[config.mk]
export PLATFORM = sky130hd
export DESIGN_NAME = intake_drive_anti_jam
export DESIGN_NICKNAME = d
export VERILOG_FILES = /design/src/hw/rtl/idaj_pkg.sv /design/src/hw/rtl/intake_drive_anti_jam.sv /design/src/hw/rtl/idaj_cfg.sv /design/src/hw/rtl/idaj_core.sv
export VERILOG_INCLUDE_DIRS = /design/src /design/src/hw/rtl
export SDC_FILE = /design/constraint.sdc
export NUM_CORES = 1
export LEC_CHECK = 0
export ABC_AREA = 1
export BUFFER_PORTS_ARGS = -buffer_cell sky130_fd_sc_hd__buf_4
export CORE_MARGIN = 2
export CORE_UTILIZATION = 45
export CTS_CLUSTER_DIAMETER = 60
export DETAILED_ROUTE_END_ITERATION = 10
export REMOVE_ABC_BUFFERS = 1
export SETUP_SLACK_MARGIN = 0.02
export SLEW_MARGIN = 40
export SYNTH_ARGS = -nofsm -noshare
export SYNTH_HDL_FRONTEND = slang
export SYNTH_HIERARCHICAL = 1
export SYNTH_SLANG_ARGS = --single-unit
[constraint.sdc]
create_clock -name clk -period 4.5 [get_ports clk]
set_clock_uncertainty 0.1 [all_clocks]
set_input_delay 0.225 -clock clk [delete_from_list [all_inputs] [get_ports clk]]
set_output_delay 0.225 -clock clk [all_outputs]
set_load 0.005 [all_outputs]
[src/hw/rtl/assert_macros.svh]
// Assertion helpers; expect clk and rst in scope at the point of use.
`ifndef ASSERT_MACROS_SVH
`define ASSERT_MACROS_SVH

// Same-cycle implication.
`define ASSERT_IMPL(lbl, ante, cons) \
  lbl: assert property (@(posedge clk) disable iff (rst) (ante) |-> (cons)) \
    else $error("assertion failed");

// Next-cycle implication.
`define ASSERT_NEXT(lbl, ante, cons) \
  lbl: assert property (@(posedge clk) disable iff (rst) (ante) |=> (cons)) \
    else $error("assertion failed");

`endif

[src/hw/rtl/idaj_pkg.sv]
`default_nettype none
package idaj_pkg;

  typedef enum logic [3:0] {
    OP_UPDATE         = 4'd0,
    OP_IN             = 4'd1,
    OP_MID_IN         = 4'd2,
    OP_OUT            = 4'd3,
    OP_SCORE          = 4'd4,
    OP_SCORE_MID      = 4'd5,
    OP_SCORE_MID_SLOW = 4'd6,
    OP_SCORE_BOTTOM   = 4'd7,
    OP_STOP           = 4'd8
  } op_e;

  typedef enum logic [1:0] {
    REG_INTAKE_SPEED = 2'd0,
    REG_SPINUP_MS    = 2'd1,
    REG_REVERSE_MS   = 2'd2,
    REG_STALL_SPEED  = 2'd3
  } reg_e;

  localparam int unsigned ADDR_W = 4;

  typedef struct packed {
    logic [6:0]  intake_speed;
    logic [15:0] spinup_ms;
    logic [15:0] reverse_ms;
    logic [9:0]  stall_speed;
  } cfg_t;

  typedef struct packed {
    logic signed [7:0] intake_drive;
    logic              intake_drive_issued;
    logic signed [7:0] hood_drive;
    logic              tray_extended;
    logic              jam_clearing;
  } result_t;

  localparam logic [6:0]  INTAKE_SPEED_RST = 7'd127;
  localparam logic [15:0] SPINUP_MS_RST    = 16'd200;
  localparam logic [15:0] REVERSE_MS_RST   = 16'd80;
  localparam logic [9:0]  STALL_SPEED_RST  = 10'd5;

  localparam logic signed [7:0] FULL_POWER      = 8'sd127;
  localparam logic signed [7:0] REVERSE_POWER   = -8'sd127;
  localparam logic signed [7:0] HOOD_IN         = -8'sd12;
  localparam logic signed [7:0] HOOD_MID_IN     = 8'sd63;
  localparam logic signed [7:0] HOOD_SCORE_MID  = -8'sd88;
  localparam logic signed [7:0] HOOD_SCORE_SLOW = -8'sd52;
  localparam logic signed [7:0] INTAKE_BOTTOM   = -8'sd63;

endpackage
`default_nettype wire

[src/hw/rtl/intake_drive_anti_jam.sv]
// Intake motor controller with anti-jam reversal.
// Input channel (in_valid/in_ready): one word of op, now_ms, motor_speed.
// Commands (op 1..8) load a drive preset and give no result; op 0 is an
// update that runs the stall check and gives exactly one result word on
// the output channel (out_valid/out_ready). Ops 9..15 are dropped.
// Registers sit behind the APB port at byte addresses 0, 4, 8, 12.
// Flow: a word enters the input register when accepted, and an update's
// result is then loaded into the result register when the input register
// moves on. Throughput: one word per cycle while the output is not stalled, set by the
// single pass of preset decode, two 32-bit time compares and selection
// between the input and result registers.
// When the receiver stalls, the result register holds; the input register
// still drains commands, and a new word is taken whenever the input
// register is empty or moves on in the same cycle.
// Reset clears the valid bits of both registers, all drive state and jam
// tracking, and loads the configuration registers with their defaults.
`default_nettype none
`include "assert_macros.svh"
module intake_drive_anti_jam (
  input  wire logic                         clk,
  input  wire logic                         rst,
  input  wire logic                         in_valid,
  output logic                              in_ready,
  input  wire logic        [3:0]            op,
  input  wire logic        [31:0]           now_ms,
  input  wire logic signed [10:0]           motor_speed,
  output logic                              out_valid,
  input  wire logic                         out_ready,
  output logic signed      [7:0]            intake_drive,
  output logic                              intake_drive_issued,
  output logic signed      [7:0]            hood_drive,
  output logic                              tray_extended,
  output logic                              jam_clearing,
  input  wire logic                         psel,
  input  wire logic                         penable,
  input  wire logic                         pwrite,
  input  wire logic [idaj_pkg::ADDR_W-1:0]  paddr,
  input  wire logic [31:0]                  pwdata,
  output logic      [31:0]                  prdata,
  output logic                              pready
);

  idaj_pkg::cfg_t    cfg;
  idaj_pkg::result_t result;

  logic               s1_valid;
  logic [3:0]         s1_op;
  logic [31:0]        s1_now;
  logic signed [10:0] s1_speed;
  logic               has_result;
  logic               out_free;
  logic               s1_advance;

  idaj_cfg u_cfg (
    .clk     (clk),
    .rst     (rst),
    .psel    (psel),
    .penable (penable),
    .pwrite  (pwrite),
    .paddr   (paddr),
    .pwdata  (pwdata),
    .prdata  (prdata),
    .pready  (pready),
    .cfg     (cfg)
  );

  idaj_core u_core (
    .clk         (clk),
    .rst         (rst),
    .cfg         (cfg),
    .step        (s1_advance),
    .op          (s1_op),
    .now_ms      (s1_now),
    .motor_speed (s1_speed),
    .has_result  (has_result),
    .result      (result)
  );

  assign out_free   = !out_valid || out_ready;
  assign s1_advance = s1_valid && (!has_result || out_free);
  assign in_ready   = !s1_valid || s1_advance;

  always_ff @(posedge clk) begin
    if (rst) begin
      s1_valid <= 1'b0;
    end else if (in_ready) begin
      s1_valid <= in_valid;
    end
  end

  always_ff @(posedge clk) begin
    if (in_valid && in_ready) begin
      s1_op    <= op;
      s1_now   <= now_ms;
      s1_speed <= motor_speed;
    end
  end

  always_ff @(posedge clk) begin
    if (rst) begin
      out_valid <= 1'b0;
    end else if (s1_advance && has_result) begin
      out_valid <= 1'b1;
    end else if (out_ready) begin
      out_valid <= 1'b0;
    end
  end

  always_ff @(posedge clk) begin
    if (s1_advance && has_result) begin
      intake_drive        <= result.intake_drive;
      intake_drive_issued <= result.intake_drive_issued;
      hood_drive          <= result.hood_drive;
      tray_extended       <= result.tray_extended;
      jam_clearing        <= result.jam_clearing;
    end
  end

  `ASSERT_IMPL(a_held_implies_jam, out_valid && !intake_drive_issued, jam_clearing)
  `ASSERT_IMPL(a_jam_drive_reverse, out_valid && jam_clearing && intake_drive_issued,
               intake_drive == idaj_pkg::REVERSE_POWER)
  `ASSERT_NEXT(a_s1_hold, s1_valid && !s1_advance, s1_valid)

endmodule
`default_nettype wire

[src/hw/rtl/idaj_cfg.sv]
`default_nettype none
module idaj_cfg (
  input  wire logic                         clk,
  input  wire logic                         rst,
  input  wire logic                         psel,
  input  wire logic                         penable,
  input  wire logic                         pwrite,
  input  wire logic [idaj_pkg::ADDR_W-1:0]  paddr,
  input  wire logic [31:0]                  pwdata,
  output logic      [31:0]                  prdata,
  output logic                              pready,
  output idaj_pkg::cfg_t                    cfg
);

  idaj_pkg::reg_e sel;
  logic           wr_en;

  assign pready = 1'b1;
  assign sel    = idaj_pkg::reg_e'(paddr[3:2]);
  assign wr_en  = psel && penable && pwrite && pready;

  always_ff @(posedge clk) begin
    if (rst) begin
      cfg.intake_speed <= idaj_pkg::INTAKE_SPEED_RST;
      cfg.spinup_ms    <= idaj_pkg::SPINUP_MS_RST;
      cfg.reverse_ms   <= idaj_pkg::REVERSE_MS_RST;
      cfg.stall_speed  <= idaj_pkg::STALL_SPEED_RST;
    end else if (wr_en) begin
      unique case (sel)
        idaj_pkg::REG_INTAKE_SPEED: cfg.intake_speed <= pwdata[6:0];
        idaj_pkg::REG_SPINUP_MS:    cfg.spinup_ms    <= pwdata[15:0];
        idaj_pkg::REG_REVERSE_MS:   cfg.reverse_ms   <= pwdata[15:0];
        idaj_pkg::REG_STALL_SPEED:  cfg.stall_speed  <= pwdata[9:0];
        default: ;
      endcase
    end
  end

  always_comb begin
    unique case (sel)
      idaj_pkg::REG_INTAKE_SPEED: prdata = {25'd0, cfg.intake_speed};
      idaj_pkg::REG_SPINUP_MS:    prdata = {16'd0, cfg.spinup_ms};
      idaj_pkg::REG_REVERSE_MS:   prdata = {16'd0, cfg.reverse_ms};
      idaj_pkg::REG_STALL_SPEED:  prdata = {22'd0, cfg.stall_speed};
      default:                    prdata = 32'd0;
    endcase
  end

endmodule
`default_nettype wire

[src/hw/rtl/idaj_core.sv]
`default_nettype none
module idaj_core (
  input  wire logic               clk,
  input  wire logic               rst,
  input  wire idaj_pkg::cfg_t     cfg,
  input  wire logic               step,
  input  wire logic        [3:0]  op,
  input  wire logic        [31:0] now_ms,
  input  wire logic signed [10:0] motor_speed,
  output logic                    has_result,
  output idaj_pkg::result_t       result
);

  logic signed [7:0] intake_power;
  logic signed [7:0] hood_power;
  logic              tray_out;
  logic [31:0]       command_time;
  logic              jam_active;
  logic [31:0]       jam_start;

  logic              is_cmd;
  logic              stamp;
  logic signed [7:0] intake_power_next;
  logic signed [7:0] hood_power_next;
  logic              tray_out_next;
  logic              jam_active_next;
  logic [31:0]       jam_start_next;

  logic signed [7:0] spd;
  logic [10:0]       speed_mag;
  logic [31:0]       since_cmd;
  logic [31:0]       since_jam;
  logic              check;
  logic              jam_expired;
  logic              stalled;
  logic              reversed;

  assign spd = {1'b0, cfg.intake_speed};

  // Decode the preset table.
  always_comb begin
    is_cmd            = 1'b1;
    stamp             = 1'b1;
    has_result        = 1'b0;
    intake_power_next = intake_power;
    hood_power_next   = hood_power;
    tray_out_next     = tray_out;
    unique case (idaj_pkg::op_e'(op))
      idaj_pkg::OP_UPDATE: begin
        is_cmd     = 1'b0;
        stamp      = 1'b0;
        has_result = 1'b1;
      end
      idaj_pkg::OP_IN: begin
        intake_power_next = spd;
        hood_power_next   = idaj_pkg::HOOD_IN;
        tray_out_next     = 1'b0;
      end
      idaj_pkg::OP_MID_IN: begin
        intake_power_next = 8'sd0;
        hood_power_next   = idaj_pkg::HOOD_MID_IN;
        tray_out_next     = 1'b1;
      end
      idaj_pkg::OP_OUT: begin
        intake_power_next = -spd;
        hood_power_next   = 8'sd0;
        tray_out_next     = 1'b0;
      end
      idaj_pkg::OP_SCORE: begin
        intake_power_next = idaj_pkg::FULL_POWER;
        hood_power_next   = idaj_pkg::FULL_POWER;
        tray_out_next     = 1'b0;
      end
      idaj_pkg::OP_SCORE_MID: begin
        intake_power_next = idaj_pkg::FULL_POWER;
        hood_power_next   = idaj_pkg::HOOD_SCORE_MID;
        tray_out_next     = 1'b1;
      end
      idaj_pkg::OP_SCORE_MID_SLOW: begin
        intake_power_next = idaj_pkg::FULL_POWER;
        hood_power_next   = idaj_pkg::HOOD_SCORE_SLOW;
        tray_out_next     = 1'b1;
      end
      idaj_pkg::OP_SCORE_BOTTOM: begin
        intake_power_next = idaj_pkg::INTAKE_BOTTOM;
        hood_power_next   = 8'sd0;
        tray_out_next     = 1'b0;
      end
      idaj_pkg::OP_STOP: begin
        intake_power_next = 8'sd0;
        hood_power_next   = 8'sd0;
        tray_out_next     = 1'b0;
        stamp             = 1'b0;
      end
      default: begin
        is_cmd = 1'b0;
        stamp  = 1'b0;
      end
    endcase
  end

  // Magnitude of -1024 is 1024, which still fits as unsigned.
  assign speed_mag   = motor_speed[10] ? 11'(-motor_speed) : 11'(motor_speed);
  assign since_cmd   = now_ms - command_time;
  assign since_jam   = now_ms - jam_start;
  assign check       = !intake_power[7] && (intake_power != 8'sd0) &&
                       (since_cmd >= {16'd0, cfg.spinup_ms});
  assign jam_expired = since_jam > {16'd0, cfg.reverse_ms};
  assign stalled     = speed_mag < {1'b0, cfg.stall_speed};

  always_comb begin
    jam_active_next = jam_active;
    jam_start_next  = jam_start;
    reversed        = 1'b0;
    if (check) begin
      if (jam_active && !jam_expired) begin
        reversed = 1'b1;
      end else begin
        jam_active_next = 1'b0;
        if (stalled) begin
          jam_active_next = 1'b1;
          jam_start_next  = now_ms;
          reversed        = 1'b1;
        end
      end
    end
  end

  always_comb begin
    result.hood_drive    = hood_power;
    result.tray_extended = tray_out;
    result.jam_clearing  = jam_active_next;
    priority if (reversed) begin
      result.intake_drive        = idaj_pkg::REVERSE_POWER;
      result.intake_drive_issued = 1'b1;
    end else if (!jam_active_next) begin
      result.intake_drive        = intake_power;
      result.intake_drive_issued = 1'b1;
    end else begin
      // Jam still pending but check skipped: hold the motor output.
      result.intake_drive        = 8'sd0;
      result.intake_drive_issued = 1'b0;
    end
  end

  always_ff @(posedge clk) begin
    if (rst) begin
      intake_power <= 8'sd0;
      hood_power   <= 8'sd0;
      tray_out     <= 1'b0;
      command_time <= 32'd0;
      jam_active   <= 1'b0;
      jam_start    <= 32'd0;
    end else if (step) begin
      if (is_cmd) begin
        intake_power <= intake_power_next;
        hood_power   <= hood_power_next;
        tray_out     <= tray_out_next;
      end
      if (stamp) begin
        command_time <= now_ms;
      end
      if (has_result) begin
        jam_active <= jam_active_next;
        jam_start  <= jam_start_next;
      end
    end
  end

endmodule
`default_nettype wire
==> flow_summary.yaml, run 1 <==
cells_and_area:
  antenna-diode-count: 0
  nFillCells: 3342
  nets: 2652
  syn_to_final_growth_pct: 15.8
  fin_util_pct: 52.4
  drive_gt1_share_pct: 7.62
die:
  dieArea_sq_um: 34000
  row_count: 66
  dieHeight_um: 184
  core_sq_um: 32300
  die_w_um: 184
  initial_core_util_pct: 45.3
  io_pins: 144
logic_synthesis:
  syn_avg_cell_area_sq_um: 6.33
  synthArstFlopShare_pct: 0
  yosysMostFrequentCell: "nand2_1"
  synth_area_leaders: "nand2_1 19%, dfxtp_1 18%, edfxtp_1 14%"
  post_synth_num_cell_types: 47
  syn_inst: 2312
  ys_ff_latch: 198
  synth.top_cells.by_count: "729 x nand2_1, 456 x inv_1, 281 x nor2_1"
  synth_area_leader_cell: "nand2_1"
  synth_enable_flop_cells: 66
  ys_seq_area_share_pct: 31.6
  syn-cell-area_sq_um: 14600
  ys.flop_type: "dfxtp_1"
  yosysWarnings: 6
  synth_top_area_share_pct: 18.7
worst_setup_path:
  crit_fanout: 32
  max_stage_delay_ps: 490
  worstRegToRegCells: 25
  slowest_stage: "edfxtp_1"
  arrival_ps: 4350
  timing.rr.start: "s1_now[8]"
  worst_setup_path_end_kind: "flip-flop"
  cp.required_ps: 4790
  reg2reg_slack_ps: 440
  path_buf_inv: 3
  critPathKind: "reg -> reg"
  reg2reg_to: "u_core/jam_start[25]"
  crit_family: "simple AND/OR/NAND/NOR gates"
  crit_start: "s1_now[8]"
  path_common_cell: "nand2_1"
  crit_path_start_kind: "flip-flop"
grt:
  track_usage_pct: 24.8
  grt_pass1_vias: 12864
  grt_pass1_wl_mm: 66.1
  antenna_found_initial: 0
  gr-total-overflow: 0
  grt_max_degree: 78
timing:
  period_minus_slack_ps: 4060
  finalCritPeriodShare_pct: 90.3
  tns_ps: 0
  fmax_ghz: 0.246
  drv_slew: 0
  finalHoldViolations: 0
  worst_pin_slew_ps: 719
  max_slew_margin_pct: 52.1
  setup_viol: 0
  rsz0062_at_grt: "no"
hold_path:
  hp-start: "pwdata[10]"
  hold_depth: 5
  min_to: "u_cfg/cfg[36]"
  hp-class: "in -> reg"
flow_run:
  drv_cap: 0
clock_tree:
  cts_tree: "built"
  cts_root_buffer: "clkbuf_16"
  cts_buffers: 17
  cts_max_level: 4
  clk_path_buf_depth: 2
  path_clk_slew_ps: 70
  clock-sinks: 198
  postCtsSetupRepairBufs: 0
  clkLatencyLatePin_ps: 460
route:
  num_vias: 13952
  ant_nets: 0
  viasPerCell: 4.79
  drc_errors: 0
  dr.pass1.iters: 9
  drt_iter0_markers: 950
  post_drt_wl_per_cell_um: 14.1
  drt_wl_total_mm: 40.9
place:
  gp_congestion: 0.929
  io_buffers: 108
  dp_hpwl_mm: 32.7
outcome:
  status: "complete, no violations"
power:
  p_leak_uw: 0.00877
  ir_drop_v: 0.000223
  powerDensity_nw_per_um2: 277
==> layout make-up <==
cell class                 count  area [sq um]  area share, %
clock inverter                11           128          0.754
timing repair buffer         173          1450           8.59
sequential                   198          4620           27.3
clock buffer                  21           505           2.98
tap                          442           553           3.27
inverter                     460          1730           10.2
multi-input combinational   1605          7940           46.9
==> worst min-delay path, stage by stage <==
cell	delay, ps
buf_4	80
inv_1	40
nand3_1	70
nand2_1	50
nor2_1	70
==> how the worst max path moves through the flow <==
stage	end	slack (ps)	cells after the start
floorplan	u_core/hood_power[2]	530	13
global placement	intake_drive[1]	520	26
detailed placement	intake_drive[6]	450	26
CTS	intake_drive[6]	430	26
global route	intake_drive[5]	50	26
finish	u_core/jam_start[25]	440	25
==> flip-flops by register name, indices dropped and copies added (netlist names), 7 cells and up <==
| name | cells |
|---|---|
| s1_now | 32 |
| hood_drive | 8 |
| intake_drive | 8 |
| s1_speed | 11 |
| u_core/command_time | 32 |
| u_core/jam_start | 32 |
| u_core/intake_power | 8 |
| u_cfg/cfg | 49 |
| u_core/hood_power | 7 |
==> stage by stage <==
stage | hold WS [ps] | setup WS (ps) | total power, uW | cell area (sq um) | cells
floorplan | 187 | 531 | 2730 | 14300 | 2263
global placement | 303 | 520 | 3060 | 15700 | 2821
detailed placement | 304 | 453 | 3080 | 15700 | 2821
CTS | 6.11 | 430 | 4720 | 16900 | 2910
global route | 39.0 | 45.9 | 4980 | 16900 | 2910
finish | 16.0 | 437 | 4700 | 16900 | 2910
==> power by group <==
| group | switching [uW] | internal, uW |
|---|---|---|
| Clock | 721 | 883 |
| Combinational | 711 | 418 |
| Sequential | 54.7 | 1910 |
==> metal layers <==
layer,GRT usage [%],up-vias,share of wire (%)
met4,7.68,0,2.4
met1,35.6,6230,50
met2,37.9,315,43
met5,0,-,0
li1,-,7355,-
met3,4.19,52,5.2
==> cell families after synthesis <==
logic type	count (synthesis)	share of synthesized area, %
AOI/OAI and AO/OA	178	6.56
xor gates and xnor gates	37	2.22
adders and majority gates	107	9.26
buffers and inverters	524	14.7
DFF	198	31.6
other	2	0.0514
and+or+nand+nor	1266	35.6
==> cell usage in the layout (no fill, tap or decap), drive strengths merged, types with 4 or more instances in the layout <==
cell type    netlist  routed
nor3              19      19
and2               9       9
o21ai             55      55
dlygate4sd3        0      57
clkbuf            17      21
ha               105     105
nand3b            12      12
xor2              33      33
inv              459     463
nor2             293     293
dfxtp            132     132
clkinv             1       6
buf               47     116
nand3            168     168
conb               2      17
edfxtp            66      66
xnor2              4       4
nand4             21      21
a31oi              8       8
a21oi             95      95
nand2            740     740
==> timing repair <==
item,CTS,global route
hold endpoints to repair,66,0
setup endpoints to repair,0,21
hold buffers,57,0
gates resized for setup,0,2
No activity file was read; power rests on OpenSTA's default activity.
==> run 2, diff against run 1 <==
--- a/config.mk
+++ b/config.mk
@@ -17,5 +17,4 @@
 export SLEW_MARGIN = 40
 export SYNTH_ARGS = -nofsm -noshare
 export SYNTH_HDL_FRONTEND = slang
-export SYNTH_HIERARCHICAL = 1
 export SYNTH_SLANG_ARGS = --single-unit
==> run 2 against run 1 <==
  * Final cell count fell by 10%
  * Core utilization increased by 1.6 points
  * Sequential share of layout area rose by 1.1 points
  * Non-clock buffer count is 11 higher
  * Sequential power about the same
  * Combinational power down 6%
  * Global-route usage increased by 0.82 points
  * Worst hold slack better by 39 ps
  * Critical path type unchanged
  * Largest power group unchanged
==> flow_summary.yaml, run 2 <==
outcome:
  status: "complete, no violations"
route:
  post_drt_wl_per_cell_um: 15.2
  drt_iter0_markers: 940
  dr.pass1.iters: 7
  viasPerCell: 4.98
  drc_errors: 0
  drt_wl_total_mm: 39.6
  num_vias: 13017
  ant_nets: 0
die:
  row_count: 63
  dieArea_sq_um: 31900
  io_pins: 144
  initial_core_util_pct: 45.9
  die_w_um: 179
  core_sq_um: 29900
  dieHeight_um: 179
timing:
  finalCritPeriodShare_pct: 90.2
  finalHoldViolations: 0
  tns_ps: 0
  worst_hold_slack_ps: 55.0
  worst_slack_ps: 443
  period_minus_slack_ps: 4060
  max_slew_margin_pct: 47.0
  rsz0062_at_grt: "no"
  worst_pin_slew_ps: 795
  drv_slew: 0
  fmax_ghz: 0.246
  setup_viol: 0
cells_and_area:
  drive_gt1_share_pct: 8.82
  final_cell_mix: "551 x nand2_1, 390 x inv_1, 203 x nor2_1, 148 x a21oi_1, 132 x dfxtp_1"
  multi_input_area_sq_um: 7400
  antenna-diode-count: 0
  syn_to_final_growth_pct: 17.7
  final_common_cell: "nand2_1"
  fin_util_pct: 54.1
  nFillCells: 2996
  register_area_sq_um: 4590
  fin_cells: 2613
  regMostFlops: "u_cfg.cfg"
  largest_register_ffs: 49
  nets: 2407
grt:
  gr-total-overflow: 0
  grt_pass1_wl_mm: 62.9
  antenna_found_initial: 0
  track_usage_pct: 25.6
  grt_pass1_vias: 12424
  grt_max_degree: 72
worst_setup_path:
  worst_setup_path_end_kind: "flip-flop"
  max_stage_delay_ps: 410
  path_buf_inv: 5
  cp.required_ps: 4800
  crit_family: "simple AND/OR/NAND/NOR gates"
  path_common_cell: "nand2_1"
  slowest_stage: "fa_1"
  crit_fanout: 12
  crit_path_start_kind: "flip-flop"
  critPathKind: "reg -> reg"
  arrival_ps: 4350
power:
  switching_share_pct: 31.9
  p_comb_share_pct: 23.0
  powerDensity_nw_per_um2: 286
  p_switching_uw: 1480
  ir_drop_v: 0.000273
  seqPwrFrac_pct: 42.1
  power.internal_uw: 3150
  p_leak_uw: 0.00783
  pwr-share-clk_pct: 34.9
logic_synthesis:
  synth_top_area_share_pct: 19.3
  synth_area_leaders: "dfxtp_1 19%, nand2_1 15%, edfxtp_1 14%"
  post_synth_num_cell_types: 47
  yosysWarnings: 0
  ys_ff_latch: 197
  ys.flop_type: "dfxtp_1"
  ys_seq_area_share_pct: 33.5
  yosysMostFrequentCell: "nand2_1"
  synth_enable_flop_cells: 65
  syn-cell-area_sq_um: 13700
  syn_avg_cell_area_sq_um: 6.70
  synth_area_leader_cell: "dfxtp_1"
  syn_inst: 2050
  synth.top_cells.by_count: "551 x nand2_1, 391 x inv_1, 205 x nor2_1"
  synthArstFlopShare_pct: 0
clock_tree:
  cts_tree: "built"
  cts_max_level: 4
  clock-sinks: 197
  clk_path_buf_depth: 2
  cts_root_buffer: "clkbuf_16"
  cts_buffers: 17
  clkLatencyLatePin_ps: 460
  postCtsSetupRepairBufs: 0
  path_clk_slew_ps: 80
place:
  dp_slack_ps: 489
  place_inst: 2516
  dp_hpwl_mm: 31.5
  gp_congestion: 0.952
  io_buffers: 108
hold_path:
  hp-class: "in -> reg"
flow_run:
  drv_cap: 0
## run 2: final cells by class
class                   count  area share, %
repair buffers            184           9.80
flip-flops and latches    197           28.4
well taps                 390           3.02
inverters                 394           9.16
clock inverters            15           1.18
multi-input cells        1416           45.8
clock buffers              17           2.63
## run 2: tightest hold or removal path: stages
cell,delay [ps]
buf_4,80
nor2_1,80
nand3_1,120
a21oi_1,60
## run 2: what timing repair did
item / 4_1_cts / 5_1_grt
hold buffers: 65 / 0
resized for setup: 0 / 0
hold endpoints to repair: 105 / 0
## run 2: metal layers
metal	routed length, um	track usage (%)	up-vias	share of wire, %
li1	-	-	6755	-
met3	2050	4.43	53	5.2
met5	0	0	-	0
met4	876	7.35	0	2.2
met2	18200	43.0	331	46
met1	18500	33.8	5878	47
## run 2: power by group through the flow
stage,clock network [uW],logic (uW),registers (uW)
floorplan,0,697,1970
global route,1720,1210,1960
CTS,1660,1060,1950
global placement,0,992,1990
detailed placement,0,1010,1990
finish,1620,1060,1950
## run 2: cell families (layout without fill, tap and decap cells)
family / count (synthesis) / in the layout / synth area share [%]
AO/OA/AOI/OAI: 313 / 313 / 12.5
flip-flops: 197 / 197 / 33.5
AND/OR/NAND/NOR: 939 / 939 / 28.3
buffers and inverters: 452 / 610 / 13.3
XOR/XNOR: 40 / 40 / 2.55
adder cells (fa/ha/maj): 107 / 107 / 9.86
other: 2 / 17 / 0.0547
## run 2: final timing paths
kind | startpoint | end | slack (ps) | cells past startpoint
worst max register to register | s1_now[0] | u_core.jam_start[8] | 440 | 28
worst max-delay path | s1_now[0] | u_core.jam_start[8] | 440 | 28
worst min register to register | u_core.hood_power[4] | hood_drive[4] | 330 | 0
worst min-delay path | out_ready | s1_valid | 60 | 4
## run 2: stage by stage
stage	power (uW)	area, sq um
final	4630	16200
after detailed placement	3000	14900
after global placement	2980	14900
after CTS	4660	16200
after global routing	4890	16200
after floorplan	2670	13400
